--- src/hw/rtl/mcrp_pkg.sv ---
package mcrp_pkg;

    localparam int PosW   = 28;
    localparam int TopicW = 16;

    localparam logic [PosW-1:0] POS_MAX = {PosW{1'b1}};

    // Session states
    localparam logic [1:0] SS_CONNECTING  = 2'd0;
    localparam logic [1:0] SS_CONNECTED   = 2'd1;
    localparam logic [1:0] SS_SUBSCRIBING = 2'd2;
    localparam logic [1:0] SS_ACTIVE      = 2'd3;

    // Parse phases
    localparam logic [2:0] PH_IDLE    = 3'd0;
    localparam logic [2:0] PH_CONNACK = 3'd1;
    localparam logic [2:0] PH_VARINT  = 3'd2;
    localparam logic [2:0] PH_TLHI    = 3'd3;
    localparam logic [2:0] PH_TLLO    = 3'd4;
    localparam logic [2:0] PH_TOPIC   = 3'd5;
    localparam logic [2:0] PH_PAYLOAD = 3'd6;

    // Control packet types
    localparam logic [3:0] TYPE_CONNACK = 4'd2;
    localparam logic [3:0] TYPE_PUBLISH = 4'd3;
    localparam logic [3:0] TYPE_SUBACK  = 4'd9;

    // Result kinds
    localparam logic [1:0] KIND_TOPIC     = 2'd0;
    localparam logic [1:0] KIND_PAYLOAD   = 2'd1;
    localparam logic [1:0] KIND_SUBSCRIBE = 2'd2;
    localparam logic [1:0] KIND_MALFORMED = 2'd3;

    typedef struct packed {
        logic [1:0]        session_state;
        logic [PosW-1:0]   byte_position;
        logic [3:0]        packet_type;
        logic [PosW-1:0]   remaining_length;
        logic [1:0]        varint_shift;
        logic [TopicW-1:0] topic_length;
        logic [2:0]        parse_phase;
    } sess_t;

    typedef struct packed {
        logic       valid;
        logic [1:0] kind;
        logic [7:0] out_byte;
        logic       last;
    } res_t;

endpackage

--- src/hw/rtl/mcrp_step.sv ---
module mcrp_step
    import mcrp_pkg::*;
(
    input  sess_t      st,
    input  logic       mode,
    input  logic [7:0] data_byte,
    input  logic       segment_start,
    input  logic       deliver_enable,
    output sess_t      st_next,
    output res_t       res
);

    logic [PosW-1:0]   bp_inc;
    logic [PosW-1:0]   vi_term;
    logic [PosW-1:0]   rl_acc;
    logic [TopicW-1:0] tl_full;
    logic [TopicW:0]   tl_plus2;
    logic [TopicW-1:0] tl_dec;
    logic [PosW-1:0]   rl_dec;
    logic [3:0]        type_nib;

    always_comb
    begin
        bp_inc   = (st.byte_position < POS_MAX) ? st.byte_position + 1'b1
                                                : st.byte_position;
        type_nib = data_byte[7:4];

        case (st.varint_shift)
            2'd0:    vi_term = {{(PosW-7){1'b0}}, data_byte[6:0]};
            2'd1:    vi_term = {{(PosW-14){1'b0}}, data_byte[6:0], 7'd0};
            2'd2:    vi_term = {{(PosW-21){1'b0}}, data_byte[6:0], 14'd0};
            default: vi_term = {data_byte[6:0], 21'd0};
        endcase
        rl_acc = st.remaining_length + vi_term;

        tl_full  = {st.topic_length[TopicW-1:8], data_byte};
        tl_plus2 = {1'b0, tl_full} + (TopicW+1)'(2);
        tl_dec   = st.topic_length - 1'b1;
        rl_dec   = st.remaining_length - 1'b1;

        st_next  = st;
        res      = '0;

        if (mode)
        begin
            st_next.session_state = SS_CONNECTING;
            st_next.parse_phase   = PH_IDLE;
            st_next.byte_position = '0;
        end
        else if (segment_start)
        begin
            st_next.byte_position = '0;
            st_next.packet_type   = type_nib;
            st_next.parse_phase   = PH_IDLE;
            case (st.session_state)
                SS_CONNECTING:
                begin
                    if (type_nib == TYPE_CONNACK)
                        st_next.parse_phase = PH_CONNACK;
                end
                SS_CONNECTED:
                begin
                    st_next.session_state = SS_SUBSCRIBING;
                    res.valid = 1'b1;
                    res.kind  = KIND_SUBSCRIBE;
                end
                SS_SUBSCRIBING:
                begin
                    if (type_nib == TYPE_SUBACK)
                        st_next.session_state = SS_ACTIVE;
                end
                default:
                begin
                    if (type_nib == TYPE_PUBLISH)
                    begin
                        st_next.parse_phase      = PH_VARINT;
                        st_next.remaining_length = '0;
                        st_next.varint_shift     = '0;
                        st_next.topic_length     = '0;
                    end
                end
            endcase
        end
        else
        begin
            st_next.byte_position = bp_inc;
            case (st.parse_phase)
                PH_CONNACK:
                begin
                    if (bp_inc == PosW'(3))
                    begin
                        if (data_byte == 8'd0)
                            st_next.session_state = SS_CONNECTED;
                        st_next.parse_phase = PH_IDLE;
                    end
                end
                PH_VARINT:
                begin
                    st_next.remaining_length = rl_acc;
                    if (data_byte[7])
                    begin
                        if (st.varint_shift == 2'd3)
                        begin
                            // A continuation bit on the fourth length byte makes the length invalid.
                            st_next.parse_phase = PH_IDLE;
                            res.valid = deliver_enable;
                            res.kind  = KIND_MALFORMED;
                        end
                        else
                            st_next.varint_shift = st.varint_shift + 1'b1;
                    end
                    else
                        st_next.parse_phase = PH_TLHI;
                end
                PH_TLHI:
                begin
                    st_next.topic_length = {data_byte, 8'd0};
                    st_next.parse_phase  = PH_TLLO;
                end
                PH_TLLO:
                begin
                    st_next.topic_length = tl_full;
                    if (st.remaining_length < PosW'(tl_plus2))
                    begin
                        st_next.parse_phase = PH_IDLE;
                        res.valid = deliver_enable;
                        res.kind  = KIND_MALFORMED;
                    end
                    else
                    begin
                        st_next.remaining_length = st.remaining_length - PosW'(tl_plus2);
                        if (tl_full != '0)
                            st_next.parse_phase = PH_TOPIC;
                        else if (st.remaining_length != PosW'(tl_plus2))
                            st_next.parse_phase = PH_PAYLOAD;
                        else
                            st_next.parse_phase = PH_IDLE;
                    end
                end
                PH_TOPIC:
                begin
                    st_next.topic_length = tl_dec;
                    if (tl_dec == '0)
                        st_next.parse_phase = (st.remaining_length != '0) ? PH_PAYLOAD
                                                                          : PH_IDLE;
                    res.valid    = deliver_enable;
                    res.kind     = KIND_TOPIC;
                    res.out_byte = data_byte;
                    res.last     = (tl_dec == '0) && (st.remaining_length == '0);
                end
                PH_PAYLOAD:
                begin
                    st_next.remaining_length = rl_dec;
                    if (rl_dec == '0)
                        st_next.parse_phase = PH_IDLE;
                    res.valid    = deliver_enable;
                    res.kind     = KIND_PAYLOAD;
                    res.out_byte = data_byte;
                    res.last     = (rl_dec == '0);
                end
                default:
                begin
                    st_next.parse_phase = PH_IDLE;
                end
            endcase
        end
    end

endmodule

--- src/hw/rtl/mqtt_client_receive_parser.sv ---
// Receive-side parser for an MQTT v3.1 client session.
// Input channel (in_valid/in_ready) carries one received byte per transfer with
// its segment_start flag, or a connection-opened event when mode is 1.
// Output channel (out_valid/out_ready) carries zero or one result per input
// transfer: publish topic or payload bytes (last marks the end of a message),
// a subscribe request, or a malformed-publish flag.
// cfg_wen/cfg_wdata write deliver_enable; write it only while the block is idle.
// An accepted byte lands in the input register; the per-byte decode then runs
// from the input register and loads the result register, which drives the output.
// One byte per cycle is sustained while out_ready stays high, because the
// whole decode is a single pass between the input and result registers.
// When the receiver stalls, the result register holds and the input register
// keeps the next byte; in_ready drops only when both are full and out_ready is low.
// Reset puts the session in connecting with the parser idle, empties both
// registers and sets deliver_enable to 1.
module mqtt_client_receive_parser
    import mcrp_pkg::*;
(
    input  logic       clk,
    input  logic       rst_n,
    input  logic       cfg_wen,
    input  logic       cfg_wdata,
    input  logic       in_valid,
    output logic       in_ready,
    input  logic       mode,
    input  logic [7:0] data_byte,
    input  logic       segment_start,
    output logic       out_valid,
    input  logic       out_ready,
    output logic [1:0] kind,
    output logic [7:0] out_byte,
    output logic       last
);

    logic       deliver_enable_reg;
    logic       in_valid_reg;
    logic       mode_reg;
    logic [7:0] data_byte_reg;
    logic       segment_start_reg;
    sess_t      sess_reg;
    sess_t      sess_next;
    res_t       res_next;
    logic       out_valid_reg;
    logic [1:0] kind_reg;
    logic [7:0] out_byte_reg;
    logic       last_reg;
    logic       step_go;

    assign step_go  = in_valid_reg && (!out_valid_reg || out_ready);
    assign in_ready = !in_valid_reg || step_go;

    mcrp_step u_step (
        .st             (sess_reg),
        .mode           (mode_reg),
        .data_byte      (data_byte_reg),
        .segment_start  (segment_start_reg),
        .deliver_enable (deliver_enable_reg),
        .st_next        (sess_next),
        .res            (res_next)
    );

    always_ff @(posedge clk or negedge rst_n)
    begin
        if (!rst_n)
        begin
            deliver_enable_reg     <= 1'b1;
            in_valid_reg           <= 1'b0;
            out_valid_reg          <= 1'b0;
            sess_reg.session_state <= SS_CONNECTING;
            sess_reg.byte_position <= '0;
            sess_reg.packet_type   <= '0;
            sess_reg.remaining_length <= '0;
            sess_reg.varint_shift  <= '0;
            sess_reg.topic_length  <= '0;
            sess_reg.parse_phase   <= PH_IDLE;
        end
        else
        begin
            if (cfg_wen)
                deliver_enable_reg <= cfg_wdata;
            if (in_ready)
                in_valid_reg <= in_valid;
            if (step_go)
                sess_reg <= sess_next;
            if (step_go)
                out_valid_reg <= res_next.valid;
            else if (out_ready)
                out_valid_reg <= 1'b0;
        end
    end

    always_ff @(posedge clk)
    begin
        if (in_valid && in_ready)
        begin
            mode_reg          <= mode;
            data_byte_reg     <= data_byte;
            segment_start_reg <= segment_start;
        end
        if (step_go)
        begin
            kind_reg     <= res_next.kind;
            out_byte_reg <= res_next.out_byte;
            last_reg     <= res_next.last;
        end
    end

    assign out_valid = out_valid_reg;
    assign kind      = kind_reg;
    assign out_byte  = out_byte_reg;
    assign last      = last_reg;

    // A held byte must not be lost while the output side is stalled.
    assert property (@(posedge clk) disable iff (!rst_n)
        (in_valid_reg && !step_go) |=> in_valid_reg)
        else $error("input register dropped a pending byte");

    // Subscribe and malformed results carry no byte and no end mark.
    assert property (@(posedge clk) disable iff (!rst_n)
        (out_valid && (kind == KIND_SUBSCRIBE || kind == KIND_MALFORMED))
            |-> (out_byte == 8'd0 && !last))
        else $error("control result carries data");

    // Only topic or payload bytes can close a message.
    assert property (@(posedge clk) disable iff (!rst_n)
        (out_valid && last) |-> (kind == KIND_TOPIC || kind == KIND_PAYLOAD))
        else $error("end mark on a non-data result");

    // Publish data is only produced while the session is active.
    assert property (@(posedge clk) disable iff (!rst_n)
        (step_go && res_next.valid && res_next.kind != KIND_SUBSCRIBE)
            |-> (sess_reg.session_state == SS_ACTIVE))
        else $error("publish result outside an active session");

endmodule

--- config.mk ---
export PLATFORM = sky130hd
export DESIGN_NAME = mqtt_client_receive_parser
export DESIGN_NICKNAME = d
export VERILOG_FILES = /design/src/hw/rtl/mcrp_pkg.sv /design/src/hw/rtl/mcrp_step.sv /design/src/hw/rtl/mqtt_client_receive_parser.sv
export SDC_FILE = /design/constraint.sdc
export NUM_CORES = 1
export LEC_CHECK = 0
export BUFFER_PORTS_ARGS = -buffer_cell sky130_fd_sc_hd__buf_2
export CORE_MARGIN = 5
export CORE_UTILIZATION = 50
export CTS_CLUSTER_SIZE = 28
export DETAILED_ROUTE_END_ITERATION = 16
export PLACE_DENSITY = 0.62
export SYNTH_ARGS = -nofsm -noshare
export SYNTH_HDL_FRONTEND = slang
export SYNTH_HIERARCHICAL = 1
export SYNTH_SLANG_ARGS = --single-unit
--- constraint.sdc ---
create_clock -name clk -period 12.3 [get_ports clk]
set_clock_uncertainty 0.2 [all_clocks]
set_input_delay 0.615 -clock clk [delete_from_list [all_inputs] [get_ports clk]]
set_output_delay 0.615 -clock clk [all_outputs]
set_load 0.02 [all_outputs]
## After elaboration in Yosys (flattened, before gate mapping)

Index checks and enable logic that the tools add are counted.

| storage, ports and cells | value |
|---|---|
| output and inout port bits | 13 |
| register bits | 103 |
| input bits | 16 |

| cells by class | value |
|---|---|
| $add $sub $neg | 7 |
| reduce and logical (&&, ||, !) cells | 33 |
| magnitude comparators | 2 |
| eq/ne operators | 27 |
| mux-type cells | 42 |
| bitwise operators | 1 |

Operators by type and width:

| operator | count |
|---|---|
| $pmux 28 s3 | 2 |
| $mux 49 | 2 |
| $mux 30 | 2 |
| $logic_not 28->1 | 2 |
| $mux 28 | 2 |
| $pmux 16 s3 | 1 |
| $mux 46 | 1 |
| $mux 3 | 15 |
| $add 28x1->28 const B | 1 |
| $add 28x28->28 | 1 |
| $eq 28x2->1 const B | 1 |
| $lt 28x17->1 | 1 |
| $lt 28x28->1 const B | 1 |
| $ne 28x17->1 | 1 |
| $reduce_bool 28->1 | 1 |
| $sub 28x1->28 const B | 1 |
| $sub 28x17->28 | 1 |
| $pmux 3 s6 | 1 |
| $pmux 9 s2 | 1 |
| $reduce_and 6->1 | 3 |
| $add 16x2->17 const B | 1 |
| $logic_not 16->1 | 1 |
| $ne 4x3->1 const B | 4 |
| $reduce_bool 16->1 | 1 |
| other kinds (34) | 64 |

## Logic depth before layout (Yosys ltp)

Gate-level depths: netlist of run 1.

| logic depth | value |
|---|---|
| depth in word-level cells | 8 |
| mapped depth | 20 |
| gate-level depth less buffers | 18 |

## Cells and area by module

Netlist of run 1, hierarchy kept.

Modules (own cells, without submodules):

| module | seq. area each (µm²) | area each (µm²) | instances | cells an instance |
|---|---|---|---|---|
| mcrp_step | 0.0 | 7,118.1 | 1 | 1,141 |
| mqtt_client_receive_parser | 2,783.9 | 4,147.7 | 1 | 208 |

## Worst setup path before layout of run 1

Ideal clock, no wire load.

| timing | value |
|---|---|
| path type | reg-to-reg |
| start | reg data_byte_reg[7] |
| end | reg sess_reg[29] (netlist name) |
| setup slack | 8,245 ps |
| required time | 11,975 ps |
| stages on the path, launching flop included | 20 |
| buffers on the path | 2 |
| arrival time | 3,730 ps |
| cells stage by stage | edfxtp_1 clkbuf_1 inv_1 nor3_1 nand2_1 nor2_1 nand2_1 xor2_1 ha_1 clkbuf_1 a21o_1 nand2_1 a21oi_1 or3_4 nor3_4 nor2_4 a211oi_1 nand2_1 a31o_2 mux2_4 |

| between the ends | value |
|---|---|
| cells in the longest elaborated chain, start to end | 5 |

RTL lines:

| item | line | RTL |
|---|---|---|
| start, declared | mqtt_client_receive_parser.sv:38 | `logic [7:0] data_byte_reg;` |
| start signal, assigned | mqtt_client_receive_parser.sv:97 | `data_byte_reg <= data_byte;` |
| $add 16x2->17 | mcrp_step.sv:37 | `tl_plus2 = {1'b0, tl_full} + (TopicW+1)'(2);` |
| $sub 28x17->28 | mcrp_step.sv:131 | `st_next.remaining_length = st.remaining_length - PosW'(tl_plus2);` |
| $mux 28 | mcrp_step.sv:123 | `if (st.remaining_length < PosW'(tl_plus2))` |
| $pmux 28 s3 | mcrp_step.sv:87 | `case (st.parse_phase)` |
| $mux 49 | mcrp_step.sv:50 | `else if (segment_start)` |
| end signal, assigned | mqtt_client_receive_parser.sv:84 | `sess_reg <= sess_next;` |
| end, declared | mqtt_client_receive_parser.sv:40 | `sess_t sess_reg;` |

Parallel ways exist; a longest one is shown, timed or not. The select of a mux whose other input is x is not followed.
A chain may end at the register's enable or synchronous reset.

## Worst setup path after layout of run 1

| timing | value |
|---|---|
| start | reg data_byte_reg[5] |
| end | reg sess_reg[33] (netlist name) |

Same word-level chain as after synthesis.

==> flow_summary.toml, run 1 <==
[status]
status = "complete, but fails checks"
violations = "hold timing"

[sta]
hold_ws_ns = -0.000319
fin_crit_sh = 0.403
setup_viol = 0
report.final.slew_viol_count = 0
tns_ns = 0
hold_viol = 1
max_slew_margin = 0.373
layout_setup_ws_ns = 7.34
fin_crit_ns = 4.96
timing.fmax_mhz = 202
tightest_slew_ns = 0.937
rsz0062_at_grt = "no"

[layout]
finalNonFillerCells = 1593
largest_reg_flops = 79
fin_nets = 1382
antenna_cells = 0
area_delta_synth_final_pct = 4.13
drive_gt1_frac = 0.127
fin_util = 0.528

[grt]
antenna_found_initial = 0
grt_pass1_wl_um = 56600
grt_max_degree = 54
grt_pass1_vias = 9925
gr-total-overflow = 0
track_usage = 0.276

[clock_tree]
htree_levels = 3
insertion_delay_ns = 0.36
cts_tree = "built"
numCtsBuffers = 9
cts_hold_buf = 0
post_cts_buffers = 0
post_cts_resized = 0
cts-root-buf = "clkbuf_16"
cts_sinks = 103
clk_pin_slew_ns = 0.09
cts_buffer_depth = 2

[synth]
syn_inst = 1336
ys_warn_count = 6
syn_nets = 1410
syn_area_um2 = 11100
postSynthAreaPerCell_um2 = 8.28

[hold_path]
hp-class = "input pin to async pin"

[critical_path]
regToRegStartpoint = "data_byte_reg[5]$_DFFE_PP_"
critPathBufInv = 0
crit_required_ns = 12.41
crit_start = "data_byte_reg[5]$_DFFE_PP_"
crit_family = "simple AND/OR/NAND/NOR gates"
cpPeakStageDelay_ns = 0.81
critPathCaptureType = "flop"
cp-start-kind = "flop"
worstSetupPathType = "flop to flop"
crit_fanout = 13
crit_arrival_ns = 5.07
cp_cell_sequence = "nand3_1, nor3_1, nand2_1, nor2_1, xnor2_1, ha_1, nand3_1, o221ai_1, a21oi_1, a21oi_1, or3_1, nand2_4, o31a_1, a41oi_1, o21a_1, mux2_4"
slowest_stage = "edfxtp_1"

[power_and_ir_drop]
power.total_uw = 1720
power_density_nw_per_um2 = 149
peakVddDrop_uv = 94.7
power_frac_clock = 0.179
seqPwrFrac = 0.298
power_switching_uw = 797
power.internal_uw = 922
combPwrFrac = 0.523
sw_frac_of_total = 0.464
static-leakage-power_uw = 0.00483

[drt]
top_layer_used = "met4"
wl_met3_um = 2850
wl_per_cell_um = 22.8
wirelength_um = 36400
first_pass_iters = 6
wl_met1_um = 16000
ant_nets = 0
via_count = 10500
met2_length_um = 16100
viasPerCell = 6.61
drt_iter0_markers = 1112
drc_errors = 0

[placed_design]
post-dp-hpwl_um = 25800
dp_cells = 1577
place_congestion = 1.00
numPortBuffers = 28
pre_cts_ws_ns = 7.53

[die]
core_area_um2 = 21800
die_w_um = 159
start_util = 0.507
num_rows = 54
die_area_um2 = 25200
die_h_um = 159
pin_count = 29

[job]
drv_cap = 0
final cells by class:
cell class              count  area (µm²)
clock buffers              10         229
clock inverters             6        67.6
fillers                  2122       10300
inverters                  34         128
multi-input cells        1115        7790
flip-flops and latches    103        2680
well taps                 280         350
repair buffers             45         270
final timing paths:
path | to | slack, ns | depth (start not counted)
worst max-delay path | sess_reg[33]$_DFFE_PN0P_ | 7.34 | 16
max in group asynchronous | sess_reg[39]$_DFFE_PN0P_ | 10.80 | 2
min in group clk | segment_start_reg$_DFFE_PP_ | 0.23 | 1
worst max register to register | sess_reg[33]$_DFFE_PN0P_ | 7.34 | 16
worst min-delay path | sess_reg[1]$_DFFE_PN0P_ | -0.0003 | 1
worst min register to register | sess_reg[77]$_DFFE_PN0P_ | 0.35 | 1
power groups by stage:
stage	clock (µW)	sequential, µW	combinational [µW]
floorplan	0	447	714
global placement	0	514	872
detailed placement	0	514	872
CTS	313	508	878
global route	329	518	972
finish	307	512	900
stage by stage:
| stage | cell area [µm²] | hold WS, ns |
|---|---|---|
| 3_3_place_gp | 11200 | 0.329 |
| 4_1_cts | 11500 | 0.00896 |
| 5_1_grt | 11500 | 0.00876 |
| 3_5_place_dp | 11200 | 0.334 |
| 2_1_floorplan | 11100 | 0.119 |
| 6_report | 11500 | -0.000319 |
layout by cell type (no fill, tap or decap), types with 34 or more instances in the layout:
cell     instances
xnor2_1         49
ha_1            56
nor3_1          48
nor2_1          88
inv_1           34
o21ai_0         85
dfrtp_1         81
nand2_1        118
mux2_4          56
nand3_1         47
xor2_1          46
a21oi_1        115
routing by layer:
layer,global-route usage,vias up
met4,0.104,0
met3,0.0451,83
met1,0.381,5038
met5,0,-
li1,-,4926
met2,0.435,485
Power figures use the tool's default switching activity.
==> inputs of run 2 (changes only) <==
==> constraint.sdc (replaced) <==
create_clock -name clk -period 4.8 [get_ports clk]
set_clock_uncertainty 0.2 [all_clocks]
set_input_delay 0.24 -clock clk [delete_from_list [all_inputs] [get_ports clk]]
set_output_delay 0.24 -clock clk [all_outputs]
set_load 0.02 [all_outputs]
==> run 2 against run 1 <==
- the run now ends clean
- die area unchanged
- first-iteration DRC count decreased by 1.8%
- flip-flop and latch count unchanged
- total power increased to 2.6 times the previous value
- largest power group unchanged
==> flow_summary.toml, run 2 (same netlist as run 1, synthesis figures left out) <==
[status]
status = "finished, final reports clean"

[critical_path]
crit_family = "compound AO/OA/AOI/OAI gates"
cpPeakStageDelay_ns = 0.48
crit_fanout = 8
crit_arrival_ns = 4.55
critPathBufInv = 1
worstSetupPathType = "flop to flop"
cp_cell_sequence = "inv_1, nor3_1, nand2_1, nor2_1, xnor2_1, ha_1, nand3_1, o221ai_1, a21oi_1, a21oi_1, o21a_1, o21ai_0, o31a_2, o21ai_0, a21oi_1, mux2_4"
cp_common_cell = "a21oi_1"
critPathCaptureType = "flop"
crit_required_ns = 4.84
cp-start-kind = "flop"
slowest_stage = "dfrtp_1"

[clock_tree]
numCtsBuffers = 9
cts_sinks = 103
cts_tree = "built"
post_cts_resized = 0
cts_buffer_depth = 2
clk_pin_slew_ns = 0.08
htree_levels = 3
cts_hold_buf = 16
post_cts_buffers = 0
cts-root-buf = "clkbuf_16"
insertion_delay_ns = 0.37

[drt]
met2_length_um = 16600
drt_iter0_markers = 1092
wirelength_um = 37400
wl_met1_um = 15800
wl_met3_um = 3090
viasPerCell = 6.60
top_layer_used = "met4"
wl_per_cell_um = 22.8
first_pass_iters = 6
via_count = 10800
drc_errors = 0
ant_nets = 0

[power_and_ir_drop]
seqPwrFrac = 0.278
power_switching_uw = 2080
peakVddDrop_uv = 210
static-leakage-power_uw = 0.00506
power.internal_uw = 2380
sw_frac_of_total = 0.467
power_density_nw_per_um2 = 374
combPwrFrac = 0.547
power.total_uw = 4460
power_frac_clock = 0.174

[layout]
fin_nets = 1430
antenna_cells = 0
final_cell_area_um2 = 11900
largest_reg_flops = 79
layout_common_cells = "118 x nand2_1, 115 x a21oi_1, 88 x nor2_1"
fillerInstances = 2084
drive_gt1_frac = 0.148
mostFrequentLayoutCell = "nand2_1"
fin_util = 0.546
area_delta_synth_final_pct = 7.69

[job]
drv_cap = 0

[die]
die_h_um = 159
die_area_um2 = 25200
core_area_um2 = 21800
die_w_um = 159
start_util = 0.507
pin_count = 29
num_rows = 54

[hold_path]
hp-class = "input pin to async pin"

[grt]
gr-total-overflow = 0
track_usage = 0.290
grt_pass1_vias = 10800
grt_pass1_wl_um = 59500
grt_max_degree = 50
antenna_found_initial = 1

[sta]
rsz0062_at_grt = "no"
tightest_slew_ns = 0.977
fin_crit_sh = 0.939
timing.fmax_mhz = 222
report.final.slew_viol_count = 0
tns_ns = 0
max_slew_margin = 0.348
fin_crit_ns = 4.51
hold_ws_ns = 0.191
hold_viol = 0
setup_viol = 0

[placed_design]
numPortBuffers = 28
place_congestion = 0.977
placed_cell_area_um2 = 11500
post-dp-hpwl_um = 26600
==> run 2: area by class of cell <==
| type | instances | area, µm² | area share |
|---|---|---|---|
| multi-input combinational | 1115 | 7790 | 0.654 |
| clock buffer | 10 | 239 | 0.0201 |
| timing repair buffer | 93 | 671 | 0.0563 |
| inverter | 34 | 128 | 0.0107 |
| sequential | 103 | 2680 | 0.225 |
| tap | 280 | 350 | 0.0294 |
| clock inverter | 6 | 51.3 | 0.00430 |
==> run 2: layer usage <==
metal	global-route usage	up-vias
met5	0	-
met1	0.389	5171
met3	0.0461	115
met2	0.453	533
met4	0.149	0
li1	-	5012
==> run 2: final timing paths <==
path                                           from                  endpoint  slack, ns  depth (start not counted)
max                        sess_reg[11]$_DFFE_PN0P_  sess_reg[42]$_DFFE_PN0P_       0.29                         16
max reg2reg                sess_reg[11]$_DFFE_PN0P_  sess_reg[42]$_DFFE_PN0P_       0.29                         16
min                                           rst_n   sess_reg[3]$_DFFE_PN0P_       0.19                          2
min reg2reg                sess_reg[77]$_DFFE_PN0P_  sess_reg[77]$_DFFE_PN0P_       0.36                          1
max in group asynchronous                     rst_n  sess_reg[43]$_DFFE_PN0P_       3.12                          3
min in group clk           sess_reg[77]$_DFFE_PN0P_  sess_reg[77]$_DFFE_PN0P_       0.36                          1
==> run 2: worst reg2reg max path: stages (launching register included) <==
cell and delay (ns):
dfrtp_1 0.48, inv_1 0.11, nor3_1 0.25, nand2_1 0.10, nor2_1 0.31, xnor2_1 0.12
ha_1 0.32, nand3_1 0.10, o221ai_1 0.33, a21oi_1 0.17, a21oi_1 0.46, o21a_1 0.32
o21ai_0 0.27, o31a_2 0.35, o21ai_0 0.15, a21oi_1 0.08, mux2_4 0.26
==> run 2: through the flow <==
step           worst slack (ns)  cells
2_1_floorplan             0.761   1336
3_3_place_gp              0.515   1609
3_5_place_dp              0.421   1609
4_1_cts                   0.382   1641
5_1_grt                 0.00467   1641
6_report                  0.293   1641
==> run 2: power by group through the flow <==
stage	clock, µW	sequential [µW]	combinational, µW
after detailed placement	0	1250	2350
after global routing	825	1250	2640
after CTS	791	1230	2370
after floorplan	0	1150	1830
final	777	1240	2440
after global placement	0	1250	2340
